**config.mk**
```make
export PLATFORM = sky130hd
export DESIGN_NAME = session_link_handshake_fsm
export DESIGN_NICKNAME = d
export VERILOG_FILES = /design/src/slh_pkg.sv /design/src/slh_fsm.sv /design/src/session_link_handshake_fsm.sv
export SDC_FILE = /design/constraint.sdc
export NUM_CORES = 1
export LEC_CHECK = 0
export BUFFER_PORTS_ARGS = -buffer_cell sky130_fd_sc_hd__buf_2
export CORE_UTILIZATION = 45
export CTS_BUF_LIST = sky130_fd_sc_hd__clkbuf_8
export DETAILED_ROUTE_END_ITERATION = 16
export PLACE_DENSITY_LB_ADDON = 0.05
export SYNTH_ARGS = -nofsm -noshare
export SYNTH_HDL_FRONTEND = slang
export SYNTH_SLANG_ARGS = --single-unit
```
**constraint.sdc**
```tcl
create_clock -name clock -period 2.6 [get_ports clock]
set_input_delay 0.26 -clock clock [delete_from_list [all_inputs] [get_ports clock]]
set_output_delay 0.26 -clock clock [all_outputs]
set_load 0.02 [all_outputs]
```
**src/slh_pkg.sv**
```systemverilog
`timescale 1ns / 1ps
// ----------------------------------------------------------------------------
// slh_pkg
// Shared codes, result record and lookup functions for the session link
// handshake block.
// ----------------------------------------------------------------------------
package slh_pkg;

   // Packet codes L010..L080
   localparam logic [2:0] PKT_L010 = 3'd0;
   localparam logic [2:0] PKT_L020 = 3'd1;
   localparam logic [2:0] PKT_L030 = 3'd2;
   localparam logic [2:0] PKT_L040 = 3'd3;
   localparam logic [2:0] PKT_L050 = 3'd4;
   localparam logic [2:0] PKT_L060 = 3'd5;
   localparam logic [2:0] PKT_L070 = 3'd6;
   localparam logic [2:0] PKT_L080 = 3'd7;

   // Event kinds
   localparam logic KIND_RESTART = 1'b0;
   localparam logic KIND_PACKET  = 1'b1;

   // Status classes
   localparam logic [1:0] STS_OK        = 2'd0;
   localparam logic [1:0] STS_NOT_READY = 2'd1;
   localparam logic [1:0] STS_TIME_ERR  = 2'd2;
   localparam logic [1:0] STS_OTHER     = 2'd3;

   // Session state codes as shown on the result port
   localparam logic [2:0] LS_IDLE        = 3'd0;
   localparam logic [2:0] LS_WAIT_LINK   = 3'd1;
   localparam logic [2:0] LS_TIME_EARLY  = 3'd2;
   localparam logic [2:0] LS_WAIT_LOGIN  = 3'd3;
   localparam logic [2:0] LS_WAIT_SUBSYS = 3'd4;
   localparam logic [2:0] LS_READY       = 3'd5;
   localparam logic [2:0] LS_SIGNOUT     = 3'd6;
   localparam logic [2:0] LS_ERROR       = 3'd7;

   // Trade kinds
   localparam logic [2:0] TK_NONE    = 3'd0;
   localparam logic [2:0] TK_REGULAR = 3'd1;
   localparam logic [2:0] TK_FIX     = 3'd2;
   localparam logic [2:0] TK_ODD     = 3'd3;
   localparam logic [2:0] TK_AUCTION = 3'd4;
   localparam logic [2:0] TK_LEND    = 3'd5;
   localparam logic [2:0] TK_TENDER  = 3'd6;

   // Configuration register indexes
   localparam logic [1:0] CSR_MARKET     = 2'd0;
   localparam logic [1:0] CSR_SUB_SYSTEM = 2'd1;

   // Worker key groups
   localparam logic [1:0] GRP_LINK   = 2'd0;
   localparam logic [1:0] GRP_LOGIN  = 2'd1;
   localparam logic [1:0] GRP_SIGNOF = 2'd2;

   typedef struct packed {
      logic        send_valid;
      logic [2:0]  send_code;
      logic [13:0] worker_key;
      logic [2:0]  link_state;
      logic [2:0]  trade_kind_out;
      logic        timer_start;
      logic        clear_registration;
      logic        subsys_ready;
      logic        error_seen;
   } result_type;

   function automatic logic [13:0] key_for(input logic market, input logic [1:0] group);
      logic [13:0] key;
      case (group)
         GRP_LINK:  key = market ? 14'd9110 : 14'd1010;
         GRP_LOGIN: key = market ? 14'd9120 : 14'd1020;
         default:   key = market ? 14'd9130 : 14'd1030;
      endcase
      return key;
   endfunction

   function automatic logic [2:0] decode_kind(input logic [6:0] code);
      logic [2:0] tk;
      case (code)
         7'd30, 7'd93: tk = TK_REGULAR;
         7'd32, 7'd98: tk = TK_FIX;
         7'd40, 7'd94: tk = TK_ODD;
         7'd70:        tk = TK_AUCTION;
         7'd31, 7'd90: tk = TK_LEND;
         7'd41, 7'd97: tk = TK_TENDER;
         default:      tk = TK_NONE;
      endcase
      return tk;
   endfunction

endpackage

```
**src/slh_fsm.sv**
```systemverilog
`timescale 1ns / 1ps
// ----------------------------------------------------------------------------
// slh_fsm
// Session state and trade kind registers with the one-step decision that
// turns an accepted event into its result record.
// ----------------------------------------------------------------------------
module slh_fsm
   import slh_pkg::*;
(
   input  logic       clock,
   input  logic       reset,
   input  logic       accept,
   input  logic       kind,
   input  logic [2:0] packet_code,
   input  logic [1:0] status_class,
   input  logic       market,
   input  logic [6:0] sub_system,
   output result_type res
);

   typedef enum logic [2:0] {
      ST_IDLE        = 3'd0,
      ST_WAIT_LINK   = 3'd1,
      ST_TIME_EARLY  = 3'd2,
      ST_WAIT_LOGIN  = 3'd3,
      ST_WAIT_SUBSYS = 3'd4,
      ST_READY       = 3'd5,
      ST_SIGNOUT     = 3'd6,
      ST_ERROR       = 3'd7
   } state_type;

   state_type  state_ff, state_in;
   logic [2:0] trade_kind_ff, trade_kind_in;
   result_type r;

   always_comb begin
      r             = '0;
      state_in      = state_ff;
      trade_kind_in = trade_kind_ff;
      if (kind == KIND_RESTART) begin
         r.send_valid  = 1'b1;
         r.send_code   = PKT_L010;
         r.worker_key  = key_for(market, GRP_LINK);
         r.timer_start = 1'b1;
         state_in      = ST_WAIT_LINK;
      end else begin
         case (packet_code)
            PKT_L010: begin
               r.timer_start = 1'b1;
               if (status_class == STS_OK) begin
                  r.clear_registration = 1'b1;
                  r.send_valid         = 1'b1;
                  r.send_code          = PKT_L020;
                  r.worker_key         = key_for(market, GRP_LINK);
                  state_in             = ST_WAIT_LINK;
               end else if (status_class == STS_NOT_READY) begin
                  state_in = ST_TIME_EARLY;
               end else begin
                  // time error raises error_seen; both classes go into wait link
                  r.error_seen = (status_class == STS_TIME_ERR);
                  state_in     = ST_WAIT_LINK;
               end
            end
            PKT_L020: begin
               r.timer_start = 1'b1;
               state_in      = ST_WAIT_LINK;
            end
            PKT_L030: begin
               if ((state_ff != ST_WAIT_LINK) || (status_class == STS_OK)) begin
                  r.send_valid  = 1'b1;
                  r.timer_start = 1'b1;
                  if (state_ff != ST_WAIT_LINK) begin
                     r.send_code  = PKT_L010;
                     r.worker_key = key_for(market, GRP_LINK);
                     state_in     = ST_WAIT_LINK;
                  end else begin
                     r.send_code  = PKT_L040;
                     r.worker_key = key_for(market, GRP_LOGIN);
                     state_in     = ST_WAIT_LOGIN;
                  end
               end else begin
                  r.error_seen = 1'b1;
                  state_in     = ST_ERROR;
               end
            end
            PKT_L040: begin
               r.timer_start = 1'b1;
               state_in      = ST_WAIT_LOGIN;
            end
            PKT_L050: begin
               r.send_valid = 1'b1;
               if ((state_ff == ST_WAIT_LOGIN) && (status_class == STS_OK)) begin
                  r.send_code    = PKT_L060;
                  r.worker_key   = key_for(market, GRP_LOGIN);
                  r.subsys_ready = 1'b1;
                  trade_kind_in  = decode_kind(sub_system);
                  state_in       = ST_WAIT_SUBSYS;
               end else begin
                  // wrong state or failed login: restart the link
                  r.error_seen  = (state_ff == ST_WAIT_LOGIN);
                  r.send_code   = PKT_L010;
                  r.worker_key  = key_for(market, GRP_LINK);
                  r.timer_start = 1'b1;
                  state_in      = ST_WAIT_LINK;
               end
            end
            PKT_L060: begin
               r.timer_start = 1'b1;
               state_in      = ST_READY;
            end
            PKT_L070: begin
               r.send_valid = 1'b1;
               if (status_class == STS_OK) begin
                  r.send_code  = PKT_L080;
                  r.worker_key = key_for(market, GRP_SIGNOF);
                  state_in     = ST_SIGNOUT;
               end else begin
                  r.error_seen  = 1'b1;
                  r.send_code   = PKT_L010;
                  r.worker_key  = key_for(market, GRP_LINK);
                  r.timer_start = 1'b1;
                  state_in      = ST_WAIT_LINK;
               end
            end
            default: begin
               state_in = ST_SIGNOUT;
            end
         endcase
      end
      r.link_state     = state_in;
      r.trade_kind_out = trade_kind_in;
   end

   assign res = r;

   always_ff @(posedge clock) begin
      if (reset) begin
         state_ff      <= ST_IDLE;
         trade_kind_ff <= TK_NONE;
      end else if (accept) begin
         state_ff      <= state_in;
         trade_kind_ff <= trade_kind_in;
      end
   end

endmodule

```
**src/session_link_handshake_fsm.sv**
```systemverilog
`timescale 1ns / 1ps
// ----------------------------------------------------------------------------
// session_link_handshake_fsm
// Link and login handshake of an exchange session: one event in, one
// result out, with session state and trade kind kept between events.
// ----------------------------------------------------------------------------
//  channel | direction | handshake          | payload
//  --------+-----------+--------------------+-------------------------------
//  req_    | in        | valid / stall      | kind, packet_code, status_class
//  rsp_    | out       | valid / stall      | send_*, worker_key, link_state,
//          |           |                    | trade_kind_out, pulses, error
//  csr_    | in        | valid / ready      | index, data (market, sub_system)
//
//  One item per cycle while req_stall is low; a result is registered in the
//  result register, or parked in the skid entry while the output is held.
//  The decision is a single pass of logic from the request ports and the
//  state registers into the result register. Reset is synchronous and
//  clears session state, trade kind, the configuration registers and the
//  valid flags of both result stages. A two-entry output (result register
//  plus skid) keeps taking items while one result waits; req_stall rises
//  only when the skid entry is full. csr_ready is always high; write configuration only while idle.
// ----------------------------------------------------------------------------
module session_link_handshake_fsm
   import slh_pkg::*;
(
   input  logic        clock,
   input  logic        reset,
   // request channel
   input  logic        req_valid,
   output logic        req_stall,
   input  logic        req_kind,
   input  logic [2:0]  req_packet_code,
   input  logic [1:0]  req_status_class,
   // result channel
   output logic        rsp_valid,
   input  logic        rsp_stall,
   output logic        rsp_send_valid,
   output logic [2:0]  rsp_send_code,
   output logic [13:0] rsp_worker_key,
   output logic [2:0]  rsp_link_state,
   output logic [2:0]  rsp_trade_kind_out,
   output logic        rsp_timer_start,
   output logic        rsp_clear_registration,
   output logic        rsp_subsys_ready,
   output logic        rsp_error_seen,
   // configuration write channel
   input  logic        csr_valid,
   output logic        csr_ready,
   input  logic [1:0]  csr_index,
   input  logic [6:0]  csr_data
);

   logic       market_ff;
   logic [6:0] sub_system_ff;

   logic       accept;
   logic       out_load;
   result_type res;

   result_type rsp_ff;
   logic       rsp_valid_ff;
   result_type skid_ff;
   logic       skid_valid_ff;

   // Configuration: always ready, latch on handshake
   assign csr_ready = 1'b1;

   always_ff @(posedge clock) begin
      if (reset) begin
         market_ff     <= 1'b0;
         sub_system_ff <= 7'd0;
      end else if (csr_valid && csr_ready) begin
         case (csr_index)
            CSR_MARKET:     market_ff     <= csr_data[0];
            CSR_SUB_SYSTEM: sub_system_ff <= csr_data;
            default:        ;
         endcase
      end
   end

   // Hold off new items only while the skid entry is occupied
   assign req_stall = skid_valid_ff;
   assign accept    = req_valid && !req_stall;

   slh_fsm u_fsm (
      .clock        (clock),
      .reset        (reset),
      .accept       (accept),
      .kind         (req_kind),
      .packet_code  (req_packet_code),
      .status_class (req_status_class),
      .market       (market_ff),
      .sub_system   (sub_system_ff),
      .res          (res)
   );

   // Result register advances when empty or taken downstream
   assign out_load = !rsp_valid_ff || !rsp_stall;

   always_ff @(posedge clock) begin
      if (reset) begin
         rsp_valid_ff  <= 1'b0;
         skid_valid_ff <= 1'b0;
      end else if (out_load) begin
         if (skid_valid_ff) begin
            // drain the skid entry first; no item is taken this cycle
            rsp_ff        <= skid_ff;
            rsp_valid_ff  <= 1'b1;
            skid_valid_ff <= 1'b0;
         end else begin
            rsp_valid_ff <= accept;
            if (accept) begin
               rsp_ff <= res;
            end
         end
      end else if (accept) begin
         // output held: park the new result
         skid_ff       <= res;
         skid_valid_ff <= 1'b1;
      end
   end

   assign rsp_valid              = rsp_valid_ff;
   assign rsp_send_valid         = rsp_ff.send_valid;
   assign rsp_send_code          = rsp_ff.send_code;
   assign rsp_worker_key         = rsp_ff.worker_key;
   assign rsp_link_state         = rsp_ff.link_state;
   assign rsp_trade_kind_out     = rsp_ff.trade_kind_out;
   assign rsp_timer_start        = rsp_ff.timer_start;
   assign rsp_clear_registration = rsp_ff.clear_registration;
   assign rsp_subsys_ready       = rsp_ff.subsys_ready;
   assign rsp_error_seen         = rsp_ff.error_seen;

endmodule

```
======== Word-level counts from Yosys, hierarchy flattened ========
Cells that the tools add are included.
operators by class
  equality and inequality tests ........... 22
  multiplexer cells ....................... 40
  reductions and logical operators ........ 22
  bitwise logic cells ..................... 2
operators with widths
  operator              number
  $pmux W18 S4          1
  $mux W28              2
  $mux W18              3
  $eq A7 B7 Y1 const B  6
  $mux W14              3
  $mux W17              2
  $mux W3               9
  $eq A7 B6 Y1 const B  3
  $pmux W3 S7           1
  $pmux W3 S6           1
  $mux W16              1
  $eq A7 B5 Y1 const B  2
  $mux W1               13
  $reduce_or A2 Y1      6
  $eq A3 B2 Y1 const B  3
  $eq A3 B3 Y1 const B  3
  $pmux W1 S4           2
  $reduce_and A3 Y1     2
  $eq A2 B1 Y1 const B  2
  $logic_not A2 Y1      2
  $mux W2               2
  $reduce_and A2 Y1     2
  $reduce_or A4 Y1      1
  $eq A3 B1 Y1 const B  1
  other kinds (8)       13
word-level totals
  logic and storage cells ................. 110
  flip-flop bits (word level) ............. 72

======== Longest topological paths before layout ========
  depth in word-level cells ............... 8
  depth in mapped cells ................... 9

======== By module ========
A second synthesis with hierarchy kept.
unflattened totals
  cell total of the unflattened synthesis .. 307
  area total of the unflattened synthesis .. 3762.4 µm²
modules (own cells, without submodules)
  module                      area each (µm²)  cells an instance  instances
  session_link_handshake_fsm  2519.9           134                1
  slh_fsm                     1242.4           173                1

======== Least setup slack after synthesis ========
OpenSTA, ideal clock, no wires.
  kind .................................... register -> register
  from .................................... register skid_valid_ff (netlist: req_stall)
  to ...................................... register rsp_ff (netlist bit rsp_clear_registration), enable pin
  data required time ...................... 2161 ps
  slack ................................... -296 ps
  stages on the path, launching flop included .. 4
  data arrival time ....................... 2457 ps
  buffers on the path ..................... 1
  cells stage by stage .................... dfxtp_1 buf_2 nor2_1 a211oi_1
on the way
  longest elaborated chain between the ends .. 4
ends and longest elaborated chain
  item                                     RTL line                           source
  start, declared                          session_link_handshake_fsm.sv:63   logic skid_valid_ff;
  start signal, assigned                   session_link_handshake_fsm.sv:103  skid_valid_ff <= 1'b0;
  start signal, assigned                   session_link_handshake_fsm.sv:109  skid_valid_ff <= 1'b0;
  start signal, assigned                   session_link_handshake_fsm.sv:119  skid_valid_ff <= 1'b1;
  $logic_not A1 Y1                         session_link_handshake_fsm.sv:83   assign accept = req_valid && !req_stall;
  $logic_and A1 B1 Y1                      session_link_handshake_fsm.sv:83
  $reduce_bool A2 Y1 (no source line) (*)  --
  $reduce_and A3 Y1 (no source line) (*)   --
  end signal, assigned                     session_link_handshake_fsm.sv:107  rsp_ff <= skid_ff;
  end signal, assigned                     session_link_handshake_fsm.sv:113  rsp_ff <= res;
  end, declared                            session_link_handshake_fsm.sv:60   result_type rsp_ff;
Mark *: on every way between the ends. The rest lies on a longest branch, timed or not.
A chain may end at the register's enable or synchronous reset.

==> metrics.txt <==
# TYPE chip_impl_metric gauge
chip_impl_metric{name="r2r_cells",unit=""} 7
chip_impl_metric{name="async_flop_share",unit="%"} 0
chip_impl_metric{name="wire_per_inst",unit="um"} 15.8
chip_impl_metric{name="avgViaCountPerCell",unit=""} 5.47
chip_impl_info{name="critPathKind",value="reg -> reg"} 1
chip_impl_metric{name="grt_pass1_vias",unit=""} 2263
chip_impl_metric{name="synth.top_cell.area_share",unit="%"} 40.8
chip_impl_metric{name="drv.max_cap_violation_count",unit=""} 0
chip_impl_metric{name="fmaxAchievable",unit="MHz"} 449
chip_impl_info{name="synth.largest_area_cell",value="edfxtp_1"} 1
chip_impl_metric{name="final_hold_viol_count",unit=""} 0
chip_impl_metric{name="post_cts_resize_count",unit=""} 0
chip_impl_metric{name="timing.hold.worst_path_depth",unit=""} 3
chip_impl_metric{name="timing.slew.headroom",unit="%"} 53.4
chip_impl_metric{name="worst_slew_pin_slew",unit="ns"} 0.689
chip_impl_metric{name="cp_data_required_time",unit="ns"} 2.69
chip_impl_metric{name="drtIter0Drc",unit=""} 164
chip_impl_metric{name="placeableCoreArea",unit="sq mm"} 0.00725
chip_impl_info{name="r2r-start",value="u_fsm.state_ff[1]$_SDFFE_PP0P_"} 1
chip_impl_metric{name="grt_pass1_wl",unit="um"} 11800
chip_impl_metric{name="post_place_setup_slack",unit="ns"} 0.452
chip_impl_metric{name="crit_path_max_fanout",unit=""} 5
chip_impl_info{name="startpoint_type",value="flop"} 1
chip_impl_metric{name="cts-buffers-inserted",unit=""} 9
chip_impl_metric{name="report.final.slew_viol_count",unit=""} 0
chip_impl_info{name="min_path_type",value="in -> reg"} 1
chip_impl_metric{name="post-route-min-period",unit="ns"} 2.23
chip_impl_info{name="synth_area_leaders",value="edfxtp_1 41%, dfxtp_1 9.5%, ha_1 3.3%"} 1
chip_impl_metric{name="met3WireLength",unit="um"} 338
chip_impl_metric{name="antenna_found_initial",unit=""} 0
chip_impl_metric{name="max-clock-path-buffers",unit=""} 2
chip_impl_metric{name="cts.clk_slew.worst_paths",unit="ns"} 0.07
chip_impl_info{name="whs_endpoint",value="sub_system_ff[5]$_SDFFE_PP0P_"} 1
chip_impl_metric{name="gp_congestion",unit=""} 0.858
chip_impl_metric{name="cts.sinks",unit=""} 62
chip_impl_metric{name="fin_ws",unit="ns"} 0.374
chip_impl_metric{name="ff2ff_setup_slack",unit="ns"} 0.37
chip_impl_metric{name="num_antenna_cells",unit=""} 0
chip_impl_metric{name="die_width",unit="um"} 88.7
chip_impl_metric{name="synth_seq_area_share",unit="%"} 50.3
chip_impl_metric{name="syn-instance-count",unit=""} 310
chip_impl_metric{name="via_count",unit=""} 2483
chip_impl_metric{name="final_core_util",unit="%"} 53.3
chip_impl_metric{name="irDropWorstVdd",unit="mV"} 0.291
chip_impl_metric{name="dr_wl_met2",unit="um"} 2980
chip_impl_metric{name="synth.avg_cell_area",unit="sq um"} 10.9
chip_impl_metric{name="power_density",unit="mW/mm^2"} 563
chip_impl_metric{name="yosysUniqueCellTypes",unit=""} 66
chip_impl_metric{name="number_of_hold_buffers_added_after_cts",unit=""} 0
chip_impl_metric{name="row_count",unit=""} 31
chip_impl_info{name="routed.top_layer",value="met4"} 1
chip_impl_metric{name="finalInstanceArea",unit="sq mm"} 0.00386
chip_impl_metric{name="synthesis.yosys.warnings",unit=""} 0
chip_impl_metric{name="die_height",unit="um"} 88.7
chip_impl_metric{name="dieArea",unit="sq mm"} 0.00787
chip_impl_info{name="clock_root_buffer",value="clkbuf_8"} 1
chip_impl_metric{name="m1WireLength",unit="um"} 3760
chip_impl_metric{name="insertion_delay",unit="ns"} 0.34
chip_impl_info{name="synth-main-ff-cell",value="edfxtp_1"} 1
chip_impl_metric{name="cp.arrival",unit="ns"} 2.32
chip_impl_info{name="cts_tree",value="done"} 1
chip_impl_metric{name="clock_skew_after_layout",unit="ns"} 0.00769
chip_impl_metric{name="routed_wirelength",unit="um"} 7170
chip_impl_metric{name="gr-usage-all-layers",unit="%"} 20.2
chip_impl_metric{name="design.portCount",unit=""} 51
chip_impl_info{name="netlist_top_cells_count",value="46 x edfxtp_1, 29 x nor2_1, 16 x dfxtp_1, 16 x nand2_1, 15 x a21oi_1"} 1
chip_impl_metric{name="drive_above_1_share",unit="%"} 27.3
chip_impl_metric{name="detailedPlacementHpwl",unit="um"} 4900
chip_impl_info{name="timing.critical_path.to_type",value="flop"} 1
chip_impl_metric{name="netlist_area_before_placement",unit="sq mm"} 0.00339
chip_impl_metric{name="cts_htree_levels",unit=""} 3
chip_impl_metric{name="layout.cells.non_filler",unit=""} 454
chip_impl_metric{name="gr-total-overflow",unit=""} 0
chip_impl_metric{name="final_routed_drc_violation_total",unit=""} 0
chip_impl_metric{name="synth_seq_cells",unit=""} 62
chip_impl_metric{name="synth_enable_flop_cells",unit=""} 46
chip_impl_metric{name="finalPower",unit="mW"} 2.17
chip_impl_metric{name="fin_setup_tns",unit="ns"} 0
chip_impl_info{name="holdCritStartpoint",value="csr_data[5]"} 1
chip_impl_metric{name="maximum_number_of_pins_on_one_net_before_global_route_repair",unit=""} 28
chip_impl_info{name="run_status",value="complete, no violations"} 1
chip_impl_metric{name="leakagePower",unit="nW"} 1.48
chip_impl_metric{name="initial_core_utilization",unit="%"} 46.7
chip_impl_metric{name="min_period_over_period",unit="%"} 85.6
chip_impl_metric{name="fin_worst_hold_slack",unit="ns"} 0.148
chip_impl_info{name="rr_endpoint",value="rsp_worker_key[6]$_DFFE_PP_"} 1
chip_impl_metric{name="setup_viol",unit=""} 0
chip_impl_metric{name="placed_cells",unit=""} 438
chip_impl_metric{name="detail-route-antenna-nets",unit=""} 0
chip_impl_metric{name="fillCellCount",unit=""} 678
chip_impl_metric{name="post-cts-setup-buffer-count",unit=""} 0
chip_impl_info{name="yosysMostFrequentCell",value="edfxtp_1"} 1
chip_impl_metric{name="syn_to_final_growth",unit="%"} 14.2
chip_impl_metric{name="nets",unit=""} 379
chip_impl_metric{name="port_buffers",unit=""} 46
chip_impl_metric{name="drt_pre_antenna_iters",unit=""} 4
chip_impl_metric{name="postPlaceCellArea",unit="sq mm"} 0.00368
chip_impl_info{name="rsz_0062_raised_after_global_routing",value="false"} 1
[state kept, by name (all words and copies together) (netlist names)]
| name | flops |
|---|---|
| rsp_link_state | 3 |
| u_fsm.state_ff | 3 |
| rsp_error_seen | 1 |
| rsp_subsys_ready | 1 |
| req_stall | 1 |
| rsp_send_code | 3 |
| rsp_timer_start | 1 |
| u_fsm.trade_kind_ff | 3 |
| rsp_trade_kind_out | 3 |
| skid_ff | 23 |
| rsp_valid | 1 |
| sub_system_ff | 7 |
| market_ff | 1 |
| rsp_clear_registration | 1 |
| rsp_worker_key | 9 |
| rsp_send_valid | 1 |
[where the power goes]
part	internal [mW]	total [mW]	switching (mW)
Clock	0.429	0.798	0.369
Sequential	1.09	1.11	0.0185
Combinational	0.0971	0.263	0.166
[area by class of cell]
cell class / instances / area, sq um / share of cell area, %
clock buffer: 9 / 124 / 3.20
clock inverter: 7 / 58.8 / 1.52
inverter: 12 / 45.0 / 1.17
multi-input combinational: 209 / 1510 / 39.0
sequential: 62 / 1700 / 44.0
tap: 99 / 124 / 3.20
timing repair buffer: 56 / 305 / 7.90
[worst max-delay path, cell delays in order (launching register included)]
cell and delay, ns:
dfxtp_1 0.45, and3b_1 0.32, nand2_1 0.16, ha_1 0.22, mux2i_1 0.14, o221ai_1 0.14
o31a_1 0.28, mux2_2 0.26
[cell usage in the layout, fill, tap and decap left out, drive strengths merged, types with 6 or more instances in the layout]
cell type / instances
buf: 56
edfxtp: 46
nor2: 29
nand2: 16
dfxtp: 16
a21oi: 15
inv: 13
o21ai: 11
mux2i: 10
mux2: 10
ha: 9
clkbuf: 9
nand2b: 8
nor3: 8
a211oi: 7
nand3b: 6
a31oi: 6
nor4: 6
[metal layers]
metal	track usage, %	up-vias
li1	-	1233
met4	9.24	0
met5	0	-
met1	30.6	1153
met3	3.26	8
met2	27.9	89
[logic make-up (layout without fill, tap and decap cells)]
kind of cell	after synthesis	count (layout)	share of synthesized area, %
AND/OR/NAND/NOR	100	100	17.0
AO/OA/AOI/OAI	74	74	16.4
flip-flops	62	62	50.3
buffers and inverters	41	84	5.99
multiplexers	20	20	6.28
adder cells (fa/ha/maj)	9	9	3.33
other	2	4	0.222
XOR/XNOR	2	2	0.517
[worst max-delay path by stage]
stage	start	end	slack [ns]
after global placement	req_packet_code[1]	rsp_trade_kind_out[1]$_DFFE_PP_	0.51
after detailed placement	u_fsm.state_ff[1]$_SDFFE_PP0P_	rsp_worker_key[6]$_DFFE_PP_	0.45
after floorplan	req_stall$_SDFFE_PP0P_	rsp_clear_registration$_DFFE_PP_	0.50
final	u_fsm.state_ff[1]$_SDFFE_PP0P_	rsp_worker_key[6]$_DFFE_PP_	0.37
after CTS	u_fsm.state_ff[1]$_SDFFE_PP0P_	rsp_worker_key[6]$_DFFE_PP_	0.41
after global routing	u_fsm.state_ff[1]$_SDFFE_PP0P_	rsp_worker_key[6]$_DFFE_PP_	0.23
Power figures use the tool's default switching activity.
